<file path="src/hdl/sha1_pkg.sv">
// Types, constants and control structs of the SHA-1 digest block.
package sha1_pkg;

  typedef logic [31:0]      word_t;
  typedef logic [7:0]       byte_t;
  typedef logic [2:0]       idx_t;
  typedef logic [6:0]       rnd_t;
  typedef logic [5:0]       pos_t;
  typedef logic [63:0]      count_t;
  typedef logic [4:0][31:0] five_t;

  typedef enum logic [2:0] {
    S_IDLE,
    S_ROUND,
    S_FOLD,
    S_PAD,
    S_EMIT
  } state_e;

  localparam five_t H_INIT = '{32'hC3D2E1F0, 32'h10325476, 32'h98BADCFE,
                               32'hEFCDAB89, 32'h67452301};

  localparam word_t K_0 = 32'h5A827999;
  localparam word_t K_1 = 32'h6ED9EBA1;
  localparam word_t K_2 = 32'h8F1BBCDC;
  localparam word_t K_3 = 32'hCA62C1D6;

  localparam rnd_t RND_EXPAND = 7'd16;
  localparam rnd_t RND_GRP_1  = 7'd20;
  localparam rnd_t RND_GRP_2  = 7'd40;
  localparam rnd_t RND_GRP_3  = 7'd60;
  localparam rnd_t RND_LAST   = 7'd79;

  localparam byte_t  PAD_BYTE  = 8'h80;
  localparam pos_t   LEN_POS   = 6'd56;
  localparam pos_t   LAST_POS  = 6'd63;
  localparam count_t BYTE_BITS = 64'd8;
  localparam idx_t   IDX_LAST  = 3'd4;

  typedef struct packed {
    logic  shift_byte;
    byte_t byte_val;
    logic  step;
    logic  expand;
  } sched_ctrl_t;

  typedef struct packed {
    logic load;
    logic step;
    rnd_t round;
  } rnd_ctrl_t;

endpackage

</file>
<file path="src/hdl/sha1_if.sv">
// Valid/ready channel interfaces for message bytes and digest words.
interface sha1_in_if;
  logic                valid;
  logic                ready;
  sha1_pkg::byte_t     data_byte;
  logic                byte_present;
  logic                end_of_message;

  modport source (output valid, data_byte, byte_present, end_of_message, input ready);
  modport sink   (input valid, data_byte, byte_present, end_of_message, output ready);
endinterface

interface sha1_out_if;
  logic                valid;
  logic                ready;
  sha1_pkg::word_t     digest_word;
  sha1_pkg::idx_t      word_index;
  logic                last_word;

  modport source (output valid, digest_word, word_index, last_word, input ready);
  modport sink   (input valid, digest_word, word_index, last_word, output ready);
endinterface

</file>
<file path="src/hdl/sha1_message_digest.sv">
// SHA-1 digest of a byte stream. A message byte is taken while the block is
// idle; the byte that completes a 64-byte block adds 80 rounds through the
// single shared round unit and a step to fold the result into the chaining
// words, during which the input is not ready. An end item adds the padding at
// one byte per cycle, one or two such compressions and a step to move the
// digest into the output buffer. The five digest words then leave one per
// cycle while the output is ready, and the bytes of the next message are
// already taken meanwhile; if the previous digest has not been delivered when
// the next one is ready, the block holds it back and the input stays not ready
// until the output buffer is empty.
module sha1_message_digest (
  input  logic clk_i,
  input  logic rst_ni,
  sha1_in_if.sink    in_i,
  sha1_out_if.source out_o
);

  sha1_pkg::state_e      state_q, state_d;
  sha1_pkg::count_t      bit_cnt_q, bit_cnt_d;
  sha1_pkg::count_t      len_q, len_d;
  sha1_pkg::rnd_t        rnd_q, rnd_d;
  logic                  end_q, end_d;
  logic                  pad_first_q, pad_first_d;
  logic                  low_seen_q, low_seen_d;
  logic                  final_q, final_d;
  sha1_pkg::five_t       chain_q, chain_d;
  sha1_pkg::five_t       dig_q, dig_d;
  logic                  out_valid_q, out_valid_d;
  sha1_pkg::idx_t        out_idx_q, out_idx_d;

  sha1_pkg::pos_t        pos;
  logic                  accept;
  sha1_pkg::sched_ctrl_t sched_ctrl;
  sha1_pkg::rnd_ctrl_t   rnd_ctrl;
  sha1_pkg::word_t       w;
  sha1_pkg::five_t       vars;

  assign pos        = bit_cnt_q[8:3];
  assign in_i.ready = (state_q == sha1_pkg::S_IDLE);
  assign accept     = in_i.valid && in_i.ready;

  sha1_sched u_sched (
    .clk_i  (clk_i),
    .ctrl_i (sched_ctrl),
    .w_o    (w)
  );

  sha1_round u_round (
    .clk_i  (clk_i),
    .ctrl_i (rnd_ctrl),
    .init_i (chain_q),
    .w_i    (w),
    .vars_o (vars)
  );

  always_comb begin
    state_d     = state_q;
    bit_cnt_d   = bit_cnt_q;
    len_d       = len_q;
    rnd_d       = rnd_q;
    end_d       = end_q;
    pad_first_d = pad_first_q;
    low_seen_d  = low_seen_q;
    final_d     = final_q;
    chain_d     = chain_q;
    dig_d       = dig_q;
    out_valid_d = out_valid_q;
    out_idx_d   = out_idx_q;
    sched_ctrl  = '0;
    rnd_ctrl    = '0;
    rnd_ctrl.round = rnd_q;

    if (out_valid_q && out_o.ready) begin
      dig_d     = sha1_pkg::five_t'(dig_q >> 32);
      out_idx_d = out_idx_q + 3'd1;
      if (out_idx_q == sha1_pkg::IDX_LAST) begin
        out_valid_d = 1'b0;
      end
    end

    unique case (state_q)
      sha1_pkg::S_IDLE: begin
        if (accept) begin
          if (in_i.byte_present) begin
            sched_ctrl.shift_byte = 1'b1;
            sched_ctrl.byte_val   = in_i.data_byte;
            bit_cnt_d             = bit_cnt_q + sha1_pkg::BYTE_BITS;
          end
          if (in_i.end_of_message) begin
            end_d       = 1'b1;
            pad_first_d = 1'b1;
            low_seen_d  = 1'b0;
            len_d       = bit_cnt_d;
            state_d     = sha1_pkg::S_PAD;
          end
          if (in_i.byte_present && pos == sha1_pkg::LAST_POS) begin
            rnd_ctrl.load = 1'b1;
            rnd_d         = '0;
            state_d       = sha1_pkg::S_ROUND;
          end
        end
      end
      sha1_pkg::S_ROUND: begin
        sched_ctrl.step   = 1'b1;
        sched_ctrl.expand = (rnd_q >= sha1_pkg::RND_EXPAND);
        rnd_ctrl.step     = 1'b1;
        rnd_d             = rnd_q + 7'd1;
        if (rnd_q == sha1_pkg::RND_LAST) begin
          state_d = sha1_pkg::S_FOLD;
        end
      end
      sha1_pkg::S_FOLD: begin
        for (int i = 0; i < 5; i++) begin
          chain_d[i] = chain_q[i] + vars[i];
        end
        if (final_q) begin
          state_d = sha1_pkg::S_EMIT;
        end else if (end_q) begin
          state_d = sha1_pkg::S_PAD;
        end else begin
          state_d = sha1_pkg::S_IDLE;
        end
      end
      sha1_pkg::S_PAD: begin
        sched_ctrl.shift_byte = 1'b1;
        if (pad_first_q) begin
          sched_ctrl.byte_val = sha1_pkg::PAD_BYTE;
        end else if (low_seen_q && pos >= sha1_pkg::LEN_POS) begin
          sched_ctrl.byte_val = len_q[63:56];
          len_d               = {len_q[55:0], 8'h00};
        end else begin
          sched_ctrl.byte_val = '0;
        end
        bit_cnt_d   = bit_cnt_q + sha1_pkg::BYTE_BITS;
        pad_first_d = 1'b0;
        if (pos < sha1_pkg::LEN_POS) begin
          low_seen_d = 1'b1;
        end
        if (pos == sha1_pkg::LAST_POS) begin
          rnd_ctrl.load = 1'b1;
          rnd_d         = '0;
          final_d       = low_seen_q;
          state_d       = sha1_pkg::S_ROUND;
        end
      end
      sha1_pkg::S_EMIT: begin
        if (!out_valid_q) begin
          dig_d       = chain_q;
          out_valid_d = 1'b1;
          out_idx_d   = '0;
          chain_d     = sha1_pkg::H_INIT;
          bit_cnt_d   = '0;
          end_d       = 1'b0;
          final_d     = 1'b0;
          state_d     = sha1_pkg::S_IDLE;
        end
      end
      default: begin
        state_d = sha1_pkg::S_IDLE;
      end
    endcase
  end

  always_ff @(posedge clk_i or negedge rst_ni) begin
    if (!rst_ni) begin
      state_q     <= sha1_pkg::S_IDLE;
      bit_cnt_q   <= '0;
      rnd_q       <= '0;
      end_q       <= 1'b0;
      pad_first_q <= 1'b0;
      low_seen_q  <= 1'b0;
      final_q     <= 1'b0;
      chain_q     <= sha1_pkg::H_INIT;
      out_valid_q <= 1'b0;
      out_idx_q   <= '0;
    end else begin
      state_q     <= state_d;
      bit_cnt_q   <= bit_cnt_d;
      rnd_q       <= rnd_d;
      end_q       <= end_d;
      pad_first_q <= pad_first_d;
      low_seen_q  <= low_seen_d;
      final_q     <= final_d;
      chain_q     <= chain_d;
      out_valid_q <= out_valid_d;
      out_idx_q   <= out_idx_d;
    end
  end

  always_ff @(posedge clk_i) begin
    len_q <= len_d;
    dig_q <= dig_d;
  end

  assign out_o.valid       = out_valid_q;
  assign out_o.digest_word = dig_q[0];
  assign out_o.word_index  = out_idx_q;
  assign out_o.last_word   = (out_idx_q == sha1_pkg::IDX_LAST);

endmodule

</file>
<file path="src/hdl/sha1_sched.sv">
// Block buffer and message schedule as one 16-word shift line.
module sha1_sched (
  input  logic                  clk_i,
  input  sha1_pkg::sched_ctrl_t ctrl_i,
  output sha1_pkg::word_t       w_o
);

  sha1_pkg::word_t w_q [16];
  sha1_pkg::word_t mix;
  sha1_pkg::word_t w_next;

  always_comb begin
    mix    = w_q[13] ^ w_q[8] ^ w_q[2] ^ w_q[0];
    w_next = ctrl_i.expand ? {mix[30:0], mix[31]} : w_q[0];
  end

  assign w_o = w_next;

  always_ff @(posedge clk_i) begin
    if (ctrl_i.shift_byte) begin
      for (int i = 0; i < 15; i++) begin
        w_q[i] <= {w_q[i][23:0], w_q[i+1][31:24]};
      end
      w_q[15] <= {w_q[15][23:0], ctrl_i.byte_val};
    end else if (ctrl_i.step) begin
      for (int i = 0; i < 15; i++) begin
        w_q[i] <= w_q[i+1];
      end
      w_q[15] <= w_next;
    end
  end

endmodule

</file>
<file path="src/hdl/sha1_round.sv">
// Shared SHA-1 round unit holding the five working variables.
module sha1_round (
  input  logic                clk_i,
  input  sha1_pkg::rnd_ctrl_t ctrl_i,
  input  sha1_pkg::five_t     init_i,
  input  sha1_pkg::word_t     w_i,
  output sha1_pkg::five_t     vars_o
);

  sha1_pkg::five_t vars_q;
  sha1_pkg::word_t a, b, c, d, e;
  sha1_pkg::word_t f, k, tmp;

  always_comb begin
    a = vars_q[0];
    b = vars_q[1];
    c = vars_q[2];
    d = vars_q[3];
    e = vars_q[4];
    if (ctrl_i.round < sha1_pkg::RND_GRP_1) begin
      f = (b & c) | (~b & d);
      k = sha1_pkg::K_0;
    end else if (ctrl_i.round < sha1_pkg::RND_GRP_2) begin
      f = b ^ c ^ d;
      k = sha1_pkg::K_1;
    end else if (ctrl_i.round < sha1_pkg::RND_GRP_3) begin
      f = (b & c) | (b & d) | (c & d);
      k = sha1_pkg::K_2;
    end else begin
      f = b ^ c ^ d;
      k = sha1_pkg::K_3;
    end
    tmp = {a[26:0], a[31:27]} + f + e + k + w_i;
  end

  always_ff @(posedge clk_i) begin
    if (ctrl_i.load) begin
      vars_q <= init_i;
    end else if (ctrl_i.step) begin
      vars_q[0] <= tmp;
      vars_q[1] <= a;
      vars_q[2] <= {b[1:0], b[31:2]};
      vars_q[3] <= c;
      vars_q[4] <= d;
    end
  end

  assign vars_o = vars_q;

endmodule

</file>
<file path="src/flat_wrapper.sv">
// flat-port wrapper written by rule: the top's interface ports become plain ports
module sha1_message_digest_flat 
  (clk_i, rst_ni, in_i_valid, in_i_data_byte, in_i_byte_present, in_i_end_of_message, in_i_ready, out_o_valid, out_o_digest_word, out_o_word_index, out_o_last_word, out_o_ready);
  sha1_in_if in_i_i ();
  sha1_out_if out_o_i ();
  input  logic clk_i;
  input  logic rst_ni;
  input wire logic [$bits(in_i_i.valid)-1:0] in_i_valid;
  input wire logic [$bits(in_i_i.data_byte)-1:0] in_i_data_byte;
  input wire logic [$bits(in_i_i.byte_present)-1:0] in_i_byte_present;
  input wire logic [$bits(in_i_i.end_of_message)-1:0] in_i_end_of_message;
  output wire logic [$bits(in_i_i.ready)-1:0] in_i_ready;
  output wire logic [$bits(out_o_i.valid)-1:0] out_o_valid;
  output wire logic [$bits(out_o_i.digest_word)-1:0] out_o_digest_word;
  output wire logic [$bits(out_o_i.word_index)-1:0] out_o_word_index;
  output wire logic [$bits(out_o_i.last_word)-1:0] out_o_last_word;
  input wire logic [$bits(out_o_i.ready)-1:0] out_o_ready;
  assign in_i_i.valid = in_i_valid;
  assign in_i_i.data_byte = in_i_data_byte;
  assign in_i_i.byte_present = in_i_byte_present;
  assign in_i_i.end_of_message = in_i_end_of_message;
  assign in_i_ready = in_i_i.ready;
  assign out_o_valid = out_o_i.valid;
  assign out_o_digest_word = out_o_i.digest_word;
  assign out_o_word_index = out_o_i.word_index;
  assign out_o_last_word = out_o_i.last_word;
  assign out_o_i.ready = out_o_ready;
  sha1_message_digest u_core (.clk_i(clk_i), .rst_ni(rst_ni), .in_i(in_i_i), .out_o(out_o_i));
endmodule
</file>
<file path="config.mk">
export PLATFORM = sky130hd
export DESIGN_NAME = sha1_message_digest_flat
export DESIGN_NICKNAME = d
export VERILOG_FILES = /design/src/hdl/sha1_pkg.sv /design/src/hdl/sha1_if.sv /design/src/hdl/sha1_message_digest.sv /design/src/hdl/sha1_sched.sv /design/src/hdl/sha1_round.sv /design/src/flat_wrapper.sv
export SDC_FILE = /design/constraint.sdc
export NUM_CORES = 2
export LEC_CHECK = 0
export BUFFER_PORTS_ARGS = -buffer_cell sky130_fd_sc_hd__buf_2
export CAP_MARGIN = 10
export CORE_MARGIN = 1
export CORE_UTILIZATION = 33
export CTS_CLUSTER_DIAMETER = 80
export CTS_CLUSTER_SIZE = 14
export DETAILED_ROUTE_END_ITERATION = 8
export PLACE_DENSITY = 0.58
export SYNTH_ARGS = -nofsm -noshare
export SYNTH_HDL_FRONTEND = slang
export SYNTH_SLANG_ARGS = --single-unit
</file>
<file path="constraint.sdc">
create_clock -name clk_i -period 18.63 [get_ports clk_i]
set_clock_uncertainty 0.2 [all_clocks]
set_input_delay 0 -clock clk_i [delete_from_list [all_inputs] [get_ports clk_i]]
set_output_delay 0 -clock clk_i [all_outputs]
set_load 0.02 [all_outputs]
</file>
Word level (Yosys, flattened, before mapping). Memory sizes are Yosys's and may differ from the RTL's. Cells that the tools add are included.

Flip-flop bits (word level): 626. Bits in latches: 0. Memory bits (writable): 512. Bits in read-only memories: 0. Output and inout bits: 38. Logic and storage cells: 197. Memories: 1.

$add $sub $neg: 12. Multiply operators: 0. Div/mod/pow operators: 0. $lt $le $gt $ge: 6. Equal/unequal tests: 17. Shift operators: 0. Muxes and demuxes: 86. Bitwise gates (word level): 29. Reduce and logical (&&, ||, !) cells: 21.

Memories: u_core.u_sched.w_q (depth 16, bits a word 32, rd ports 16, clocked after memory_dff 0, wr ports 16, line sha1_sched.sv:8) `sha1_pkg::word_t w_q [16];`.

Operators by type and width (count): $mux W160 (6); $mux W32 (22); $mux W64 (7); $pmux W160 S2 (1); $add A32 B32 Y32 (9); $pmux W64 S3 (1); $xor A32 B32 Y32 (5); $and A32 B32 Y32 (4); $pmux W64 S2 (1); $or A32 B32 Y32 (3); $add A64 B4 Y64 const B (1); $not A32 Y32 (1); $mux W31 (1); $mux W3 (10); $mux W7 (3); $pmux W7 S3 (1); $mux W1 (20); $mux W9 (2); $pmux W9 S2 (1); $mux W8 (2); $or A1 B1 Y1 (16); $pmux W3 S5 (1); $lt A7 B6 Y1 const B (2); $reduce_and A4 Y1 (3); other kinds (23) (48).

Longest topological paths before layout.
Depth in word-level cells: 12. Mapped depth: 26. Gate-level depth less buffers: 24.

Cells and area by module. From an unflattened synthesis, not the netlist that was laid out.

Cell total of the unflattened synthesis: 5743. Area, all modules: 64411.8 µm².

By module, submodules not included: sha1_message_digest (instances 1, cells an instance 3374, area each 27726.6 µm²); sha1_sched (instances 1, cells an instance 1320, area each 24445.9 µm²); sha1_round (instances 1, cells an instance 1049, area each 12239.2 µm²).

Worst setup path after synthesis. OpenSTA, ideal clock, no wires.

Kind: reg-to-reg. From: reg u_core.state_q[0]. To: mem u_core.u_sched.w_q[0][0] (netlist bit) (enable). Arrival time: 12.163 ns. Data required time: 17.528 ns. Slack: 5.365 ns. Cell stages (with the launch flop): 5. Path buffers: 1. Clock period less this slack: 13.265 ns. Cells stage by stage: dfrtp_1 -> clkbuf_1 -> nor3_1 -> nand3_1 -> nand2_1.

RTL lines: from (decl) (line sha1_message_digest.sv:18) `sha1_pkg::state_e state_q, state_d;`; from (signal assigned) (line sha1_message_digest.sv:166) `state_q <= sha1_pkg::S_IDLE;`; from (signal assigned) (line sha1_message_digest.sv:177) `state_q <= state_d;`; to (decl) (line sha1_sched.sv:8).

Final worst setup path.
From: reg u_core.state_q[2]. To: reg u_core.u_round.vars_q (netlist bit u_core.u_round.a[30]), data pin.

Longest elaborated chain between the ends: 6. Elaborated cells on any way between the ends: 11.

RTL lines: $eq A3 B1 Y1 (line sha1_message_digest.sv:81) `unique case (state_q)`; $mux W2 (line sha1_message_digest.sv:81); $mux W32 (line sha1_sched.sv:14) `w_next = ctrl_i.expand ? {mix[30:0], mix[31]} : w_q[0];`; $add A32 B32 Y32 (line sha1_round.sv:33) `tmp = {a[26:0], a[31:27]} + f + e + k + w_i;`; $mux W160 (line sha1_round.sv:39) `end else if (ctrl_i.step) begin`; $mux W160 (*) (line sha1_round.sv:37) `if (ctrl_i.load) begin`; to (signal assigned) (line sha1_round.sv:38) `vars_q <= init_i;`; to (decl) (line sha1_round.sv:10) `sha1_pkg::five_t vars_q;`.

Mark *: on every way between the ends. The rest lies on a longest branch, timed or not. The select of a mux whose other input is x is not followed. A chain may end at the register's enable or synchronous reset.

==> summary.md <==
| Metric | Value |
|---|---|
| Slowest CP cell | `fa_1` |
| Area Growth Syn to Fin | `9.32%` |
| FF+latch count, synth | `1132` |
| Share of layout cells above drive strength 1 | `0.0579` |
| Outcome | `complete, no violations` |
| Min-Delay Path Class | `in -> reg` |
| Sequential area share after synthesis | `0.506` |
| Final #Nets | `6958` |
| Critical-path maximum fanout | `64` |
| Synth cell count leaders | `nand2_1 (2400), edfxtp_1 (733), o21ai_0 (399)` |
| Worst Tran Pin Value | `1170 ps` |
| Via count | `47.8k` |
| Sw power | `1.12 mW` |
| Gate Count Post-Synth | `6768` |
| ANT nets after route | `0` |
| Post-Syn Nets | `7105` |
| Worst hold margin | `29.1 ps` |
| Worst rel slew slack | `0.217` |
| Max_cap viols | `0` |
| Sequential share of power | `0.546` |
| Final WS setup | `11160 ps` |
| RSZ-0062 raised after global routing | `no` |
| Core area | `186000 um2` |
| Initial Util | `0.333` |
| DRT Pass-1 Iters | `6` |
| Worst EP required | `18870 ps` |
| Clock share of power | `0.429` |
| Distinct cell type count after synthesis | `80` |
| FILL cells | `19.0k` |
| Post-layout util | `0.364` |
| Leading area contributor after synthesis | `edfxtp_1` |
| Syn_area_per_cell | `9.15 um2` |
| Cell Int Power | `3.75 mW` |
| Cell Area, Synth | `61900 um2` |
| Num rows | `158` |
| Count of input and output buffers | `51` |
| Combinational power share | `0.026` |
| Clock Latency Late Sink | `760 ps` |
| Pwr Density | `72.0 nW/um2` |
| CTS root buf | `clkbuf_16` |
| DP Worst Slack | `11190 ps` |
| Total of cells resized after clock tree synthesis | `0` |
| Die W | `435 um` |
| Setup Viol. Count Final | `0` |
| Max-slew violations | `0` |
| First-pass GRT wire length | `280000 um` |
| Critical Path Start Type | `register` |
| CTS Hold Bufs | `20` |
| Initial DRC Count | `4480` |
| Leakage power | `28.7 nW` |
| Clock sinks | `1132` |
| Inserted Diodes | `0` |
| WL final | `182000 um` |
| EDFF count, synth | `733` |
| Crit Path Class | `reg -> reg` |
| Largest net degree at the start of global routing | `211` |
| Die ar. | `189000 um2` |
| Dominant cells by area after synthesis | `edfxtp_1 (36%), nand2_1 (15%), dfrtp_1 (6.4%)` |
| Cts bufs inserted | `98` |
| Setup Fix Bufs, Post-CTS | `0` |
| HPWL Detailed | `125000 um` |
| GR Util All Layers | `0.188` |
| Critical Path, Cell by Cell | `nand2b_1 -> nand2b_4 -> nor2_4 -> buf_4 -> nor2_1 -> a21oi_1 -> fa_1 -> fa_1 -> inv_1 -> fa_1 -> inv_1 -> ha_1 -> a211oi_1 -> o21ai_0 -> a31oi_1 -> a211oi_1 -> a211oi_1 -> o21ai_0 -> a31o_2 -> a21oi_1 -> xor2_1 -> o21ai_0` |
| GPL Wtd Cong | `0.919` |
| Share of the synthesized area in the top cell type | `0.356` |
| CP delay by family, top | `compound AO/OA/AOI/OAI gates` |
| Sw Share | `0.230` |
| Crit path DAT | `7710 ps` |
| CP bufs+invs | `3` |
| Worst Setup End Kind | `register` |
| R2r setup slk | `11160 ps` |
| Final min period | `7470 ps` |
| Clock transition at path regs | `70 ps` |
| Initial antenna violation count | `1` |
| Yosys warns | `0` |
| Hold Vio Cnt, Final | `0` |
| Crit share post-route | `0.401` |
| H-tree Lvls | `3` |
| Peak Freq | `134 MHz` |
| Crit-path max cell delay | `590 ps` |
| Global route overflow | `0` |
| Drc violations | `0` |
| Ys flop type | `edfxtp_1` |
| Setup_tns | `0 ps` |
| CTS tree | `yes` |
| Io pins | `52` |
| Count leader, synth | `nand2_1` |
| Die H | `435 um` |
| Number of global-route vias before repair | `45.7k` |
| Vias per cell | `5.21` |
| Synth async-reset ratio | `0.211` |
| Clk buf depth | `3` |
| Worst VDD drop | `0.0000680 V` |
| Routed len/inst | `19.9 um` |
## logic make-up after synthesis
family                   synth area share
flip-flops                          0.506
buffers and inverters              0.0386
AND/OR/NAND/NOR                     0.203
multiplexers                      0.00914
AO/OA/AOI/OAI                       0.117
XOR/XNOR                           0.0461
adder cells (fa/ha/maj)            0.0804
## registers in the layout (all words and copies together), names as in the netlist
register                  flops
u_core.u_sched.w_q          512
u_core.rnd_q                  7
u_core.out_o.valid            1
u_core.out_o.word_index       3
u_core.state_q                3
u_core.low_seen_q             1
u_core.final_q                1
u_core.u_round.e             32
u_core.len_q                 61
u_core.u_round.b             32
u_core.pad_first_q            1
u_core.bit_cnt_q             61
u_core.dig_q                128
u_core.u_round.a             32
u_core.out_o.digest_word     32
u_core.u_round.c             32
u_core.u_round.d             32
u_core.end_q                  1
u_core.chain_q              160
## worst paths after layout
kind,startpoint,to,cells past startpoint
min in group asynchronous,rst_ni,u_core.chain_q[81],3
worst max-delay path,u_core.state_q[2],u_core.u_round.a[30],22
worst max register to register,u_core.state_q[2],u_core.u_round.a[30],22
worst min-delay path,in_i_data_byte[5],u_core.u_sched.w_q[1][229],4
max in group asynchronous,rst_ni,u_core.bit_cnt_q[57],5
worst min register to register,u_core.dig_q[129],u_core.dig_q[97],2
## through the flow
step / power [mW] / cell area [um2] / cells
2_1_floorplan: 2.77 / 61900 / 6768
3_3_place_gp: 2.83 / 64300 / 8981
3_5_place_dp: 2.84 / 64300 / 8981
4_1_cts: 4.93 / 67700 / 9177
5_1_grt: 5.01 / 67700 / 9177
6_report: 4.87 / 67700 / 9177
## worst min-delay path, delay by kind of cell
kind / cells / cell delay (ps)
buffers and inverters: 2 / 680
AOI/OAI and AO/OA: 1 / 100
and+or+nand+nor: 1 / 60
## power groups by stage
stage          registers [mW]  logic (mW)  clock network [mW]
2_1_floorplan            2.72      0.0567                   0
3_3_place_gp             2.71       0.123                   0
3_5_place_dp             2.71       0.123                   0
4_1_cts                  2.66       0.128                2.14
5_1_grt                  2.66       0.134                2.22
6_report                 2.66       0.124                2.09
## cells in the final DEF, fill, tap and decap left out, types with 34 or more instances in the layout
cell,netlist,layout
xnor2_1,183,183
nand2_1,2400,2394
nand3_1,95,95
mux2i_1,34,34
edfxtp_1,733,733
clkbuf_1,317,49
o21ai_0,399,399
xor2_1,143,143
ha_1,198,198
dfstp_2,80,80
buf_2,10,50
inv_1,218,218
nand2b_1,38,35
buf_4,33,57
clkbuf_16,0,105
a31oi_1,179,179
dfxtp_1,160,160
a21o_1,83,83
fa_1,125,125
nor3_1,72,70
nor2_1,354,348
dfrtp_1,159,159
a21oi_1,306,304
## final cells by class
cell class,instances,area [um2],area share
multi-input cells,5040,28400,0.419
clock buffers,156,2840,0.0419
flip-flops and latches,1132,31300,0.462
clock inverters,20,297,0.00438
inverters,218,818,0.0121
repair buffers,131,971,0.0143
well taps,2480,3100,0.0458
## metal layers
| metal | vias up | global-route usage | wire [um] |
|---|---|---|---|
| li1 | 22700 | - | - |
| met1 | 23500 | 0.263 | 81600 |
| met2 | 1405 | 0.299 | 83300 |
| met3 | 289 | 0.0247 | 10900 |
| met4 | 0 | 0.0656 | 6620 |
| met5 | - | 0 | 0 |
Note: power is estimated with default switching activity, not from simulation.
